## src/design/assert_macros.svh

```systemverilog
// Assertion helpers shared by the decoder modules.
// Each expects i_clk and i_rst_n in the scope of the module that uses it.
`ifndef ASSERT_MACROS_SVH
`define ASSERT_MACROS_SVH

// Plain property, checked out of reset.
`define RSD_ASSERT(label, prop, msg) \
    label: assert property (@(posedge i_clk) disable iff (!i_rst_n) prop) \
        else $error(msg);

// Overlapping implication, checked out of reset.
`define RSD_ASSERT_IMPL(label, ante, cons, msg) \
    `RSD_ASSERT(label, (ante) |-> (cons), msg)

`endif

```

## src/design/rsd_pkg.sv

```systemverilog
package rsd_pkg;

    localparam int DIM_BITS_DEF = 16;

    localparam logic [7:0]  CODE_END      = 8'd255;
    localparam logic [7:0]  CODE_ROW      = 8'd254;
    // header: width (4), height (4), then 8 ignored bytes
    localparam logic [3:0]  HDR_SIZE_BYTE = 4'd7;
    localparam logic [3:0]  HDR_LAST      = 4'd15;
    localparam logic [16:0] POS_MAX       = 17'h1FFFF;
    localparam int          MAX_RESULTS   = 3;

    typedef enum logic [2:0] {
        PH_WAIT,
        PH_HDR,
        PH_CODE,
        PH_COUNT,
        PH_PIX,
        PH_DONE
    } t_phase;

    typedef enum logic [2:0] {
        KIND_HEADER       = 3'd0,
        KIND_RUN          = 3'd1,
        KIND_PIXEL        = 3'd2,
        KIND_FILL         = 3'd3,
        KIND_END          = 3'd4,
        KIND_BAD_SIZE     = 3'd5,
        KIND_OUT_OF_RANGE = 3'd6
    } t_kind;

    typedef struct packed {
        logic        valid;
        logic [7:0]  data_byte;
        logic        record_start;
    } t_in_beat;

    typedef struct packed {
        t_kind       kind;
        logic [15:0] col;
        logic [15:0] row;
        logic [15:0] run_length;
        logic [7:0]  color_index;
        logic [15:0] image_width;
        logic [15:0] image_height;
        logic        last;
    } t_result;

    typedef struct packed {
        logic [1:0]                    cnt;
        t_result [MAX_RESULTS-1:0]     res;
    } t_res_set;

    function automatic logic [15:0] sat16_17(input logic [16:0] v);
        return v[16] ? 16'hFFFF : v[15:0];
    endfunction

    function automatic logic [15:0] sat16_18(input logic [17:0] v);
        return (|v[17:16]) ? 16'hFFFF : v[15:0];
    endfunction

    function automatic logic [15:0] sat16_32(input logic [31:0] v);
        return (|v[31:16]) ? 16'hFFFF : v[15:0];
    endfunction

    function automatic logic [16:0] sat_pos(input logic [17:0] v);
        return v[17] ? POS_MAX : v[16:0];
    endfunction

    function automatic t_result mk_result(input t_kind kind, input logic [15:0] col,
                                          input logic [15:0] row, input logic [15:0] len,
                                          input logic [7:0] color, input logic [15:0] w,
                                          input logic [15:0] h);
        t_result r;
        r.kind         = kind;
        r.col          = col;
        r.row          = row;
        r.run_length   = len;
        r.color_index  = color;
        r.image_width  = w;
        r.image_height = h;
        r.last         = 1'b0;
        return r;
    endfunction

endpackage

```

## src/design/rsd_in_if.sv

```systemverilog
interface rsd_in_if;
    logic       valid;
    logic       ready;
    logic [7:0] data_byte;
    logic       record_start;

    modport source (output valid, output data_byte, output record_start, input ready);
    modport sink   (input valid, input data_byte, input record_start, output ready);
endinterface

```

## src/design/rsd_out_if.sv

```systemverilog
interface rsd_out_if;
    logic        valid;
    logic        ready;
    logic [2:0]  result_kind;
    logic [15:0] col;
    logic [15:0] row;
    logic [15:0] run_length;
    logic [7:0]  color_index;
    logic [15:0] image_width;
    logic [15:0] image_height;
    logic        last;

    modport source (output valid, output result_kind, output col, output row,
                    output run_length, output color_index, output image_width,
                    output image_height, output last, input ready);
    modport sink   (input valid, input result_kind, input col, input row,
                    input run_length, input color_index, input image_width,
                    input image_height, input last, output ready);
endinterface

```

## src/design/rle_sprite_run_decoder.sv

```systemverilog
// Run-length sprite record decoder.
// Input channel i_in carries one record byte per beat; record_start marks
// the first byte of a record and restarts header parsing on that byte.
// Output channel o_out carries run descriptors: header, transparent run,
// colour pixel, rows fill, end, bad size and out-of-range, each with its
// coordinates; last marks the final descriptor caused by one input byte.
// A byte accepted into the input register is decoded combinationally and
// its descriptors are loaded into the output register for o_out.
// Throughput: one byte per cycle while each byte gives at most one
// descriptor and the receiver does not stall; a byte with several (row end,
// image end) holds the input until the output register has handed them on.
// A new byte is taken while a descriptor waits, as long as the decoder
// stage can hand its results on in the same cycle.
// Reset clears the decoder to wait for a record start; bytes before one are
// dropped. When the receiver stalls, descriptors hold on o_out and the input
// stalls one byte later.
module rle_sprite_run_decoder #(
    parameter int DIM_BITS = rsd_pkg::DIM_BITS_DEF
) (
    input  logic        i_clk,
    input  logic        i_rst_n,
    rsd_in_if.sink      i_in,
    rsd_out_if.source   o_out
);
    import rsd_pkg::*;

    t_in_beat beat;
    t_res_set set;
    logic     free;
    logic     advance;

    // byte leaves the input register once its descriptors have a place
    assign advance = beat.valid && ((set.cnt == 2'd0) || free);

    rsd_in_stage u_in (
        .i_clk     (i_clk),
        .i_rst_n   (i_rst_n),
        .i_in      (i_in),
        .i_advance (advance),
        .o_beat    (beat)
    );

    rsd_decode #(
        .DIM_BITS (DIM_BITS)
    ) u_decode (
        .i_clk     (i_clk),
        .i_rst_n   (i_rst_n),
        .i_beat    (beat),
        .i_advance (advance),
        .o_set     (set)
    );

    rsd_out_seq u_out (
        .i_clk     (i_clk),
        .i_rst_n   (i_rst_n),
        .i_set     (set),
        .i_advance (advance),
        .o_free    (free),
        .o_out     (o_out)
    );

endmodule

```

## src/design/rsd_in_stage.sv

```systemverilog
`include "assert_macros.svh"

module rsd_in_stage (
    input  logic               i_clk,
    input  logic               i_rst_n,
    rsd_in_if.sink             i_in,
    input  logic               i_advance,
    output rsd_pkg::t_in_beat  o_beat
);
    import rsd_pkg::*;

    logic       r_valid;
    logic [7:0] r_byte;
    logic       r_start;
    logic       accept;

    assign i_in.ready = !r_valid || i_advance;
    assign accept     = i_in.valid && i_in.ready;

    always_ff @(posedge i_clk) begin
        if (!i_rst_n) begin
            r_valid <= 1'b0;
        end else if (accept) begin
            r_valid <= 1'b1;
        end else if (i_advance) begin
            r_valid <= 1'b0;
        end
    end

    always_ff @(posedge i_clk) begin
        if (accept) begin
            r_byte  <= i_in.data_byte;
            r_start <= i_in.record_start;
        end
    end

    assign o_beat = '{valid: r_valid, data_byte: r_byte, record_start: r_start};

    // the decoder only ever consumes a beat that is held here
    `RSD_ASSERT_IMPL(a_advance_held, i_advance, r_valid, "advance without a held beat")

endmodule

```

## src/design/rsd_decode.sv

```systemverilog
`include "assert_macros.svh"

module rsd_decode #(
    parameter int DIM_BITS = rsd_pkg::DIM_BITS_DEF
) (
    input  logic               i_clk,
    input  logic               i_rst_n,
    input  rsd_pkg::t_in_beat  i_beat,
    input  logic               i_advance,
    output rsd_pkg::t_res_set  o_set
);
    import rsd_pkg::*;

    t_phase      r_phase,   n_phase,   e_phase;
    logic [3:0]  r_hdr_cnt, n_hdr_cnt, e_hdr_cnt;
    logic [31:0] r_width,   n_width,   e_width;
    logic [31:0] r_height,  n_height,  e_height;
    logic [16:0] r_col,     n_col,     e_col;
    logic [16:0] r_row,     n_row,     e_row;
    logic [7:0]  r_left,    n_left,    e_left;

    logic [7:0]  b;
    logic        size_bad;
    logic        row_in;
    logic [17:0] col_run;
    logic [17:0] col_pix;
    logic [17:0] first_row;
    logic [31:0] acc_width;
    logic [31:0] acc_height;

    t_result [MAX_RESULTS-1:0] res;
    logic [1:0]                cnt;

    function automatic logic is_bad(input logic [31:0] v);
        return (v == '0) || v[31] || ((v >> DIM_BITS) != '0);
    endfunction

    assign b = i_beat.data_byte;

    // record start restarts parsing with this byte as header byte 0
    always_comb begin
        if (i_beat.record_start) begin
            e_phase   = PH_HDR;
            e_hdr_cnt = '0;
            e_width   = '0;
            e_height  = '0;
            e_col     = '0;
            e_row     = '0;
            e_left    = '0;
        end else begin
            e_phase   = r_phase;
            e_hdr_cnt = r_hdr_cnt;
            e_width   = r_width;
            e_height  = r_height;
            e_col     = r_col;
            e_row     = r_row;
            e_left    = r_left;
        end
    end

    // header bytes 0-3 carry the width, 4-7 the height
    always_comb begin
        acc_width  = e_width;
        acc_height = e_height;
        if (!e_hdr_cnt[3] && !e_hdr_cnt[2]) begin
            acc_width = e_width | (32'(b) << {e_hdr_cnt[1:0], 3'b000});
        end else if (!e_hdr_cnt[3]) begin
            acc_height = e_height | (32'(b) << {e_hdr_cnt[1:0], 3'b000});
        end
    end

    assign col_run   = {1'b0, e_col} + {10'b0, b};
    assign col_pix   = {1'b0, e_col} + 18'd1;
    assign first_row = {1'b0, e_row} + 18'd1;
    assign row_in    = {15'b0, e_row} < e_height;
    assign size_bad  = is_bad(acc_width) || is_bad(acc_height);

    // next state
    always_comb begin
        n_phase   = e_phase;
        n_hdr_cnt = e_hdr_cnt;
        n_width   = e_width;
        n_height  = e_height;
        n_col     = e_col;
        n_row     = e_row;
        n_left    = e_left;
        case (e_phase)
            PH_HDR: begin
                n_width  = acc_width;
                n_height = acc_height;
                if (e_hdr_cnt == HDR_SIZE_BYTE && size_bad) begin
                    n_phase = PH_DONE;
                end else if (e_hdr_cnt == HDR_LAST) begin
                    n_hdr_cnt = '0;
                    n_phase   = PH_CODE;
                end else begin
                    n_hdr_cnt = e_hdr_cnt + 4'd1;
                end
            end
            PH_CODE: begin
                if (b == CODE_END) begin
                    n_phase = PH_DONE;
                end else if (b == CODE_ROW) begin
                    n_col = '0;
                    n_row = sat_pos(first_row);
                end else begin
                    n_col   = sat_pos(col_run);
                    n_phase = PH_COUNT;
                end
            end
            PH_COUNT: begin
                n_left  = b;
                n_phase = (b == 8'd0) ? PH_CODE : PH_PIX;
            end
            PH_PIX: begin
                n_col  = sat_pos(col_pix);
                n_left = e_left - 8'd1;
                if (n_left == 8'd0) begin
                    n_phase = PH_CODE;
                end
            end
            default: ;
        endcase
    end

    // result descriptors for this byte, packed from slot 0
    always_comb begin
        logic [1:0] idx;
        idx = '0;
        res = '0;
        case (e_phase)
            PH_HDR: begin
                if (e_hdr_cnt == HDR_SIZE_BYTE) begin
                    res[0] = mk_result(size_bad ? KIND_BAD_SIZE : KIND_HEADER, '0, '0, '0,
                                       '0, sat16_32(acc_width), sat16_32(acc_height));
                    idx    = 2'd1;
                end
            end
            PH_CODE: begin
                if (b inside {CODE_END, CODE_ROW}) begin
                    // rest of the current row
                    if ({15'b0, e_col} < e_width) begin
                        res[idx] = mk_result(row_in ? KIND_RUN : KIND_OUT_OF_RANGE,
                                             sat16_17(e_col), sat16_17(e_row),
                                             sat16_32(e_width - {15'b0, e_col}),
                                             '0, '0, '0);
                        idx      = idx + 2'd1;
                    end
                    if (b == CODE_END) begin
                        if ({14'b0, first_row} < e_height) begin
                            res[idx] = mk_result(KIND_FILL, '0, sat16_18(first_row),
                                                 sat16_32(e_height - {14'b0, first_row}),
                                                 '0, '0, '0);
                            idx      = idx + 2'd1;
                        end
                        res[idx] = mk_result(KIND_END, '0, '0, '0, '0, '0, '0);
                        idx      = idx + 2'd1;
                    end
                end else if (b != 8'd0) begin
                    res[0] = mk_result((row_in && ({14'b0, col_run} <= e_width)) ?
                                       KIND_RUN : KIND_OUT_OF_RANGE,
                                       sat16_17(e_col), sat16_17(e_row), {8'b0, b},
                                       '0, '0, '0);
                    idx    = 2'd1;
                end
            end
            PH_PIX: begin
                res[0] = mk_result((row_in && ({14'b0, col_pix} <= e_width)) ?
                                   KIND_PIXEL : KIND_OUT_OF_RANGE,
                                   sat16_17(e_col), sat16_17(e_row), 16'd1, b, '0, '0);
                idx    = 2'd1;
            end
            default: ;
        endcase
        for (int i = 0; i < MAX_RESULTS; i++) begin
            res[i].last = ((2'(i) + 2'd1) == idx);
        end
        cnt = idx;
    end

    assign o_set = '{cnt: cnt, res: res};

    always_ff @(posedge i_clk) begin
        if (!i_rst_n) begin
            r_phase   <= PH_WAIT;
            r_hdr_cnt <= '0;
            r_width   <= '0;
            r_height  <= '0;
            r_col     <= '0;
            r_row     <= '0;
            r_left    <= '0;
        end else if (i_advance) begin
            r_phase   <= n_phase;
            r_hdr_cnt <= n_hdr_cnt;
            r_width   <= n_width;
            r_height  <= n_height;
            r_col     <= n_col;
            r_row     <= n_row;
            r_left    <= n_left;
        end
    end

    // a pixel phase always has pixels still to come
    `RSD_ASSERT_IMPL(a_pix_left, r_phase == PH_PIX, r_left != 8'd0, "pixel phase with no pixels")
    // idle or finished record: bytes give nothing
    `RSD_ASSERT_IMPL(a_idle_silent,
        i_beat.valid && !i_beat.record_start && (r_phase == PH_DONE || r_phase == PH_WAIT),
        o_set.cnt == 2'd0, "result from an idle record")

endmodule

```

## src/design/rsd_out_seq.sv

```systemverilog
`include "assert_macros.svh"

module rsd_out_seq (
    input  logic               i_clk,
    input  logic               i_rst_n,
    input  rsd_pkg::t_res_set  i_set,
    input  logic               i_advance,
    output logic               o_free,
    rsd_out_if.source          o_out
);
    import rsd_pkg::*;

    t_result [MAX_RESULTS-1:0] r_res;
    logic [1:0]                r_cnt;
    logic                      load;
    logic                      pop;

    assign load   = i_advance && (i_set.cnt != 2'd0);
    assign pop    = (r_cnt != 2'd0) && o_out.ready;
    // free when empty or when the final pending beat leaves this cycle
    assign o_free = (r_cnt == 2'd0) || ((r_cnt == 2'd1) && o_out.ready);

    always_ff @(posedge i_clk) begin
        if (!i_rst_n) begin
            r_cnt <= '0;
        end else if (load) begin
            r_cnt <= i_set.cnt;
        end else if (pop) begin
            r_cnt <= r_cnt - 2'd1;
        end
    end

    // advance the queue one slot per beat taken
    always_ff @(posedge i_clk) begin
        if (load) begin
            r_res <= i_set.res;
        end else if (pop) begin
            for (int i = 0; i < MAX_RESULTS - 1; i++) begin
                r_res[i] <= r_res[i+1];
            end
        end
    end

    assign o_out.valid        = r_cnt != 2'd0;
    assign o_out.result_kind  = r_res[0].kind;
    assign o_out.col          = r_res[0].col;
    assign o_out.row          = r_res[0].row;
    assign o_out.run_length   = r_res[0].run_length;
    assign o_out.color_index  = r_res[0].color_index;
    assign o_out.image_width  = r_res[0].image_width;
    assign o_out.image_height = r_res[0].image_height;
    assign o_out.last         = r_res[0].last;

    `RSD_ASSERT_IMPL(a_load_free, load, o_free, "result set loaded over pending beats")
    `RSD_ASSERT_IMPL(a_last_tail, o_out.valid, o_out.last == (r_cnt == 2'd1),
        "last flag out of step with pending count")

endmodule
```

## src/flat_wrapper.sv

```systemverilog
// flat-port wrapper written by rule: the top's interface ports become plain ports
module rle_sprite_run_decoder_flat import rsd_pkg::*;
#(
    parameter int DIM_BITS = rsd_pkg::DIM_BITS_DEF
)
  (i_clk, i_rst_n, i_in_valid, i_in_data_byte, i_in_record_start, i_in_ready, o_out_valid, o_out_result_kind, o_out_col, o_out_row, o_out_run_length, o_out_color_index, o_out_image_width, o_out_image_height, o_out_last, o_out_ready);
  rsd_in_if i_in_i ();
  rsd_out_if o_out_i ();
  input  logic i_clk;
  input  logic i_rst_n;
  input wire logic [$bits(i_in_i.valid)-1:0] i_in_valid;
  input wire logic [$bits(i_in_i.data_byte)-1:0] i_in_data_byte;
  input wire logic [$bits(i_in_i.record_start)-1:0] i_in_record_start;
  output wire logic [$bits(i_in_i.ready)-1:0] i_in_ready;
  output wire logic [$bits(o_out_i.valid)-1:0] o_out_valid;
  output wire logic [$bits(o_out_i.result_kind)-1:0] o_out_result_kind;
  output wire logic [$bits(o_out_i.col)-1:0] o_out_col;
  output wire logic [$bits(o_out_i.row)-1:0] o_out_row;
  output wire logic [$bits(o_out_i.run_length)-1:0] o_out_run_length;
  output wire logic [$bits(o_out_i.color_index)-1:0] o_out_color_index;
  output wire logic [$bits(o_out_i.image_width)-1:0] o_out_image_width;
  output wire logic [$bits(o_out_i.image_height)-1:0] o_out_image_height;
  output wire logic [$bits(o_out_i.last)-1:0] o_out_last;
  input wire logic [$bits(o_out_i.ready)-1:0] o_out_ready;
  assign i_in_i.valid = i_in_valid;
  assign i_in_i.data_byte = i_in_data_byte;
  assign i_in_i.record_start = i_in_record_start;
  assign i_in_ready = i_in_i.ready;
  assign o_out_valid = o_out_i.valid;
  assign o_out_result_kind = o_out_i.result_kind;
  assign o_out_col = o_out_i.col;
  assign o_out_row = o_out_i.row;
  assign o_out_run_length = o_out_i.run_length;
  assign o_out_color_index = o_out_i.color_index;
  assign o_out_image_width = o_out_i.image_width;
  assign o_out_image_height = o_out_i.image_height;
  assign o_out_last = o_out_i.last;
  assign o_out_i.ready = o_out_ready;
  rle_sprite_run_decoder #(.DIM_BITS(DIM_BITS)) u_core (.i_clk(i_clk), .i_rst_n(i_rst_n), .i_in(i_in_i), .o_out(o_out_i));
endmodule
```

## config.mk

```make
export PLATFORM = sky130hd
export DESIGN_NAME = rle_sprite_run_decoder_flat
export DESIGN_NICKNAME = d
export VERILOG_FILES = /design/src/design/rsd_pkg.sv /design/src/design/rsd_in_if.sv /design/src/design/rsd_out_if.sv /design/src/design/rle_sprite_run_decoder.sv /design/src/design/rsd_in_stage.sv /design/src/design/rsd_decode.sv /design/src/design/rsd_out_seq.sv /design/src/flat_wrapper.sv
export VERILOG_INCLUDE_DIRS = /design/src /design/src/design
export SDC_FILE = /design/constraint.sdc
export NUM_CORES = 1
export LEC_CHECK = 0
export BUFFER_PORTS_ARGS = -buffer_cell sky130_fd_sc_hd__buf_2
export CAP_MARGIN = 40
export CORE_ASPECT_RATIO = 1.5
export CORE_MARGIN = 3
export CORE_UTILIZATION = 55
export CTS_BUF_LIST = sky130_fd_sc_hd__clkbuf_2
export CTS_CLUSTER_DIAMETER = 30
export DETAILED_ROUTE_END_ITERATION = 10
export GPL_TIMING_DRIVEN = 0
export PLACE_DENSITY = 0.73
export SLEW_MARGIN = 20
export SYNTH_ARGS = -nofsm -noshare
export SYNTH_HDL_FRONTEND = slang
export SYNTH_SLANG_ARGS = --single-unit
```

## constraint.sdc

```tcl
create_clock -name i_clk -period 20 [get_ports i_clk]
set_input_delay 2 -clock i_clk [delete_from_list [all_inputs] [get_ports i_clk]]
set_output_delay 2 -clock i_clk [all_outputs]
set_load 0.01 [all_outputs]
```

=== Yosys cells after proc, flatten, opt, wreduce, memory -nomap -nowiden ===
Cells that the tools add are included.

* Flip-flop bits (word level): 401
* Input bits: 13
* Output and inout bits: 94
* Word-level logic and storage cells: 194

* $add $sub $neg: 10
* Order comparisons: 9
* Eq/ne operators: 12
* Shift-type cells: 1
* Mux-type cells: 80
* Bitwise logic cells: 5
* Reductions and logical operators: 42

{| class="wikitable"
|+ Operator list
! operator !! count
|-
| 2-to-1 mux 276 bit || 4
|-
| 2-to-1 mux 92 bit || 10
|-
| 2-to-1 mux 184 bit || 3
|-
| demux 92 bit (select 2 bit) || 2
|-
| bitwise mux 276 bit || 1
|-
| one-hot mux 92 bit (3 select lines) || 1
|-
| bitwise AND 273 bit || 1
|-
| inverter 273 bit || 1
|-
| 2-to-1 mux 32 bit || 7
|-
| 2-to-1 mux 17 bit || 10
|-
| 2-to-1 mux 16 bit || 7
|-
| less-or-equal comparator 18 x 32 -> 1 bit || 2
|-
| zero test 32 bit || 2
|-
| < comparator 17 x 32 -> 1 bit || 2
|-
| bitwise OR 32 bit || 2
|-
| nonzero test 32 bit || 2
|-
| OR reduction 16 bit || 4
|-
| adder 17 x 1 -> 18 bit, second input constant || 2
|-
| one-hot mux 17 bit (2 select lines) || 1
|-
| 2-to-1 mux 3 bit || 11
|-
| < comparator 18 x 32 -> 1 bit || 1
|-
| left shift 8 x 5 -> 32 bit || 1
|-
| subtractor 32 x 17 -> 32 bit || 1
|-
| subtractor 32 x 18 -> 32 bit || 1
|-
| other kinds (33) || 80
|}

=== Longest topological paths before layout ===
* Depth after elaboration: 20
* Mapped depth: 35
* Depth with buffers taken out: 25

=== Cells and area by module ===
Synthesis repeated with hierarchy kept, for this count alone.

* Cell total of the unflattened synthesis: 3,116
* Area total of the unflattened synthesis: 26,362.8 sq um

{| class="wikitable"
|+ By module, submodules not included
! module !! instances !! cells an instance !! area an instance (sq um) !! sequential area each (sq um)
|-
| rsd_decode || 1 || 2,117 || 14,607.8 || 2,262.2
|-
| rsd_out_seq || 1 || 981 || 11,400.9 || 8,328.0
|-
| rsd_in_stage || 1 || 16 || 342.8 || 290.3
|-
| rle_sprite_run_decoder || 1 || 2 || 11.3 || 0.0
|}

=== Least setup slack after synthesis ===
Ideal clock, no wire load.

* Kind: reg-to-reg
* Start point: register u_core.u_in.r_start
* End point: register u_core.u_out.r_res (netlist bit u_core.u_out.o_out.col[0]), enable pin
* Setup time: 1.115 ns
* Arrival time: 8.482 ns
* Data required time: 18.885 ns
* Path slack: 10.403 ns
* Cell stages (with the launch flop): 31
* Buffers on the path: 10
* Clock period less this slack: 9.597 ns
* Path through: edfxtp_1 > buf_4 > buf_4 > clkbuf_1 > buf_2 > buf_2 > buf_2 > buf_1 > clkbuf_1 > nor2b_1 > ha_1 > buf_2 > xnor2_1 > ha_1 > a211o_1 > a211oi_1 > o32ai_1 > nor2_1 > a2111oi_2 > a311o_2 > a41oi_2 > a41o_1 > inv_1 > ha_1 > nand3_1 > o211a_1 > o31ai_1 > a21oi_1 > nor2_1 > clkbuf_1 > nand2_1

* Word-level cells in the longest chain between the ends: 19
* Elaborated cells between the ends (all ways): 32
* Classes of those cells: 3 x add/sub; 2 x order compare; 4 x eq/ne; 17 x mux; 6 x reduce/logical

{| class="wikitable"
|+ RTL lines
! what !! line !! RTL
|-
| start, declared || rsd_in_stage.sv:14 || <nowiki>logic r_start;</nowiki>
|-
| start signal, assigned || rsd_in_stage.sv:33 || <nowiki>r_start <= i_in.record_start;</nowiki>
|-
| branches (longest 13 deep; another with < comparator 18 x 32 -> 1 bit) || n/a ||
|-
| one-hot mux 2 bit (3 select lines) * || rsd_decode.sv:131 || <nowiki>case (e_phase)</nowiki>
|-
| zero test 2 bit || rle_sprite_run_decoder.sv:33 || <nowiki>assign advance = beat.valid && ((set.cnt == 2'd0) || free);</nowiki>
|-
| logical OR 1 bit || rle_sprite_run_decoder.sv:33 ||
|-
| logical AND 1 bit || rle_sprite_run_decoder.sv:33 ||
|-
| logical AND 1 bit * || rsd_out_seq.sv:18 || <nowiki>assign load = i_advance && (i_set.cnt != 2'd0);</nowiki>
|-
| nonzero test 2 bit (no line) * || n/a ||
|-
| end signal, assigned || rsd_out_seq.sv:36 || <nowiki>r_res <= i_set.res;</nowiki>
|-
| end signal, assigned by index || rsd_out_seq.sv:39 || <nowiki>r_res[i] <= r_res[i+1];</nowiki>
|-
| end, declared || rsd_out_seq.sv:13 || <nowiki>t_result [MAX_RESULTS-1:0] r_res;</nowiki>
|}

Mark *: on every way between the ends. The select of a mux whose other input is x is not followed.
A chain may end at the register's enable or synchronous reset.

=== Worst setup path after layout ===
* Start point: register u_core.u_in.r_start
* End point: output port i_in_ready

* Word-level cells in the longest chain between the ends: 18
* Elaborated cells between the ends (all ways): 30
* Classes of those cells: 3 x add/sub; 2 x order compare; 4 x eq/ne; 17 x mux; 4 x reduce/logical

{| class="wikitable"
|+ RTL lines
! what !! line !! RTL
|-
| branches (longest 13 deep; another with < comparator 18 x 32 -> 1 bit) || n/a ||
|-
| one-hot mux 2 bit (3 select lines) * || rsd_decode.sv:131 ||
|-
| zero test 2 bit * || rle_sprite_run_decoder.sv:33 ||
|-
| logical OR 1 bit * || rle_sprite_run_decoder.sv:33 ||
|-
| logical AND 1 bit * || rle_sprite_run_decoder.sv:33 ||
|-
| logical OR 1 bit * || rsd_in_stage.sv:17 || <nowiki>assign i_in.ready = !r_valid || i_advance;</nowiki>
|-
| end, declared || flat_wrapper.sv:14 || <nowiki>output wire logic [$bits(i_in_i.ready)-1:0] i_in_ready;</nowiki>
|}

Marks and branches as above.

==> reports/qor.csv <==
metric,value,unit
status,"finished, final reports clean",
relSlewSlack,0.334,
chipHeight,233,µm
clockPowerShare,0.297,
cts_tree,done,
synth_area,18900,µm²
syn_to_final_growth,10.9,%
cpMostUsedCell,buf_2,
end_kind,output pin,
vdd_drop_max,0.0428,mV
initial_core_util,0.560,
dieArea,36600,µm²
finalCriticalPeriod,12.71,ns
synth_area_leader_cell,edfxtp_1,
cts-root-buf,clkbuf_2,
crit_type,register to output pin,
fin_crit_sh,0.636,
finalSetupViolCount,0,
cts_made_buffers,66,
cp_max_fo,10,
r2r_start,u_core.u_in.r_start$_DFFE_PP_,
ys.flop_type,edfxtp_1,
final_nets,2573,
cts_resized,0,
tightest_slew,0.999,ns
synth_edf_count,138,
core_region_area,33700,µm²
post-place-ws,8.67,ns
netlist_top_cells_area,"edfxtp_1, dfxtp_1, ha_1, a21oi_1, nor2_1",
grt_pass1_vias,18963,
cp_slowest_cell,clkbuf_1,
dp_cells,2806,
rsz0062_at_grt,false,
wl_per_cell,27.7,µm
cts.clk_slew.worst_paths,0.10,ns
max_stage_delay,0.74,ns
worstPathArrival,10.71,ns
hp-start,u_core.u_decode.r_width[9]$_SDFFE_PN0N_,
dieWidth,157,µm
yosys-top-cells-count,"nor2_1, a21oi_1, nand2_1, o21ai_0, edfxtp_1",
switchingPower,474,µW
slew_viol_final,0,
hp-class,register to register,
antenna_found_initial,3,
synth_top_area_share,0.220,
power_density,65.1,nW/µm²
portBuffers,106,
worstPathRequired,18.00,ns
fin_cells,2940,
synth_nets,2370,
fin_skew,0.0974,ns
p_leak,0.00829,µW
tns,0,ns
netlist_instances,2263,
insertion_delay,1.03,ns
yosysMostFrequentCell,nor2_1,
routed_wl,81400,µm
grt_overflow_total,0,
ioPinCount,107,
synth_cell_type_count,105,
vias,19654,
setup_ws,7.29,ns
cap_viol_max_count,0,
synth.yosys.seq_area_share,0.343,
cts_hold_buf,0,
comb_power_share,0.255,
swShare,0.349,
start_kind,register,
yosys_register_bits,254,
p_seq_frac,0.449,
antenna_left,0,
detailed_place_hpwl,62200,µm
crit_path_start,u_core.u_in.r_start$_DFFE_PP_,
cts_max_level,3,
clk_path_buf_depth,3,
post_cts_buffers,0,
drt_iter0_markers,2316,
rows,82,
yosysWarnings,0,
grt_use_total,0.438,
hold_viol,0,
grt_pass1_wl,117000,µm
synthArstFlopShare,0,
gp_congestion,1.04,
drive_above_1_share,0.172,
clock-sinks,254,
first_pass_iters,9,
timing.fmax,0.0787,GHz
route.detailed.drc,0,
syn_area_per_cell,8.33,µm²
p_int,886,µW
drt-vias-per-instance,6.69,
grt_max_degree,61,
## cells in the final DEF, fill, tap and decap left out, drive strengths merged, types with 35 or more instances in the layout
| master | instances |
|---|---|
| xnor2 | 58 |
| buf | 256 |
| clkbuf | 212 |
| nand3 | 65 |
| edfxtp | 138 |
| a31oi | 49 |
| inv | 78 |
| o21ai | 153 |
| dfxtp | 116 |
| nand2 | 194 |
| a22oi | 63 |
| nor2 | 236 |
| nor2b | 68 |
| nor3 | 37 |
| a21oi | 217 |
| ha | 91 |
| and3 | 35 |
## kinds of logic after synthesis
logic type / Yosys count / share of synthesized area
DFF: 254 / 0.343
and+or+nand+nor: 809 / 0.218
AOI/OAI and AO/OA: 695 / 0.239
xor gates and xnor gates: 86 / 0.0447
adders and majority gates: 98 / 0.0658
buffers and inverters: 312 / 0.0838
muxes: 9 / 0.00491
## final timing paths
check        slack, ns  cells after the start                                          end
min reg2reg       0.49                      2      u_core.u_decode.r_width[9]$_SDFFE_PN0N_
max               7.29                     31                                   i_in_ready
max reg2reg       8.65                     34  u_core.u_out.o_out.result_kind[2]$_DFFE_PP_
min               0.49                      2      u_core.u_decode.r_width[9]$_SDFFE_PN0N_
## flip-flops by register name, indices dropped and copies added, names as in the netlist, 2 cells and up
| register | cells |
|---|---|
| u_core.u_decode.r_width | 32 |
| u_core.u_out.r_cnt | 2 |
| u_core.u_decode.r_height | 32 |
| u_core.u_decode.r_phase | 3 |
| u_core.u_out.o_out.color_index | 8 |
| u_core.u_out.o_out.result_kind | 3 |
| u_core.u_decode.r_col | 17 |
| u_core.u_out.r_res | 37 |
| u_core.u_out.o_out.image_width | 16 |
| u_core.u_in.r_byte | 8 |
| u_core.u_out.o_out.col | 16 |
| u_core.u_out.o_out.row | 16 |
| u_core.u_out.o_out.image_height | 16 |
| u_core.u_out.o_out.run_length | 16 |
| u_core.u_decode.r_hdr_cnt | 4 |
| u_core.u_decode.r_row | 17 |
| u_core.u_decode.r_left | 8 |
## through the flow
| step | utilization | hold slack [ns] | total power (µW) | area [µm²] |
|---|---|---|---|---|
| floorplan | - | 0.446 | 838 | 18900 |
| global placement | 0.592 | 0.460 | 948 | 19900 |
| detailed placement | 0.598 | 0.466 | 953 | 20100 |
| CTS | 0.617 | 0.486 | 1340 | 20800 |
| global route | 0.621 | 0.501 | 1410 | 20900 |
| finish | 0.621 | 0.495 | 1360 | 20900 |
## cell type report
class | count | area (µm²)
antenna | 6 | 15.0
clock inverter | 19 | 151
sequential | 254 | 6470
timing repair buffer | 135 | 827
tap | 420 | 526
clock buffer | 97 | 485
multi-input combinational | 1697 | 10800
buffer | 236 | 1290
fill | 3073 | 12800
inverter | 76 | 285
## per-layer routing
metal  share of wire  track usage  vias up
met2            0.45        0.701     1369
met4            0.13        0.452        0
li1                -            -     8641
met3           0.097       0.0943      541
met5               0            0        -
met1            0.32        0.455     9103
## critical path, delay by kind of cell, from the launching register on
family	cells	cell delay, ns
buffers and inverters	13	4.19
AO/OA/AOI/OAI	10	2.76
adder cells (fa/ha/maj)	3	0.95
AND/OR/NAND/NOR	4	0.74
flip-flops	1	0.57
XOR/XNOR	1	0.50
## power groups by stage
stage | combinational (µW) | sequential, µW | clock, µW
floorplan | 216 | 622 | 0
global placement | 318 | 630 | 0
detailed placement | 332 | 622 | 0
CTS | 333 | 610 | 400
global route | 370 | 613 | 424
finish | 346 | 611 | 403
Note: power is estimated with default switching activity, not from simulation.
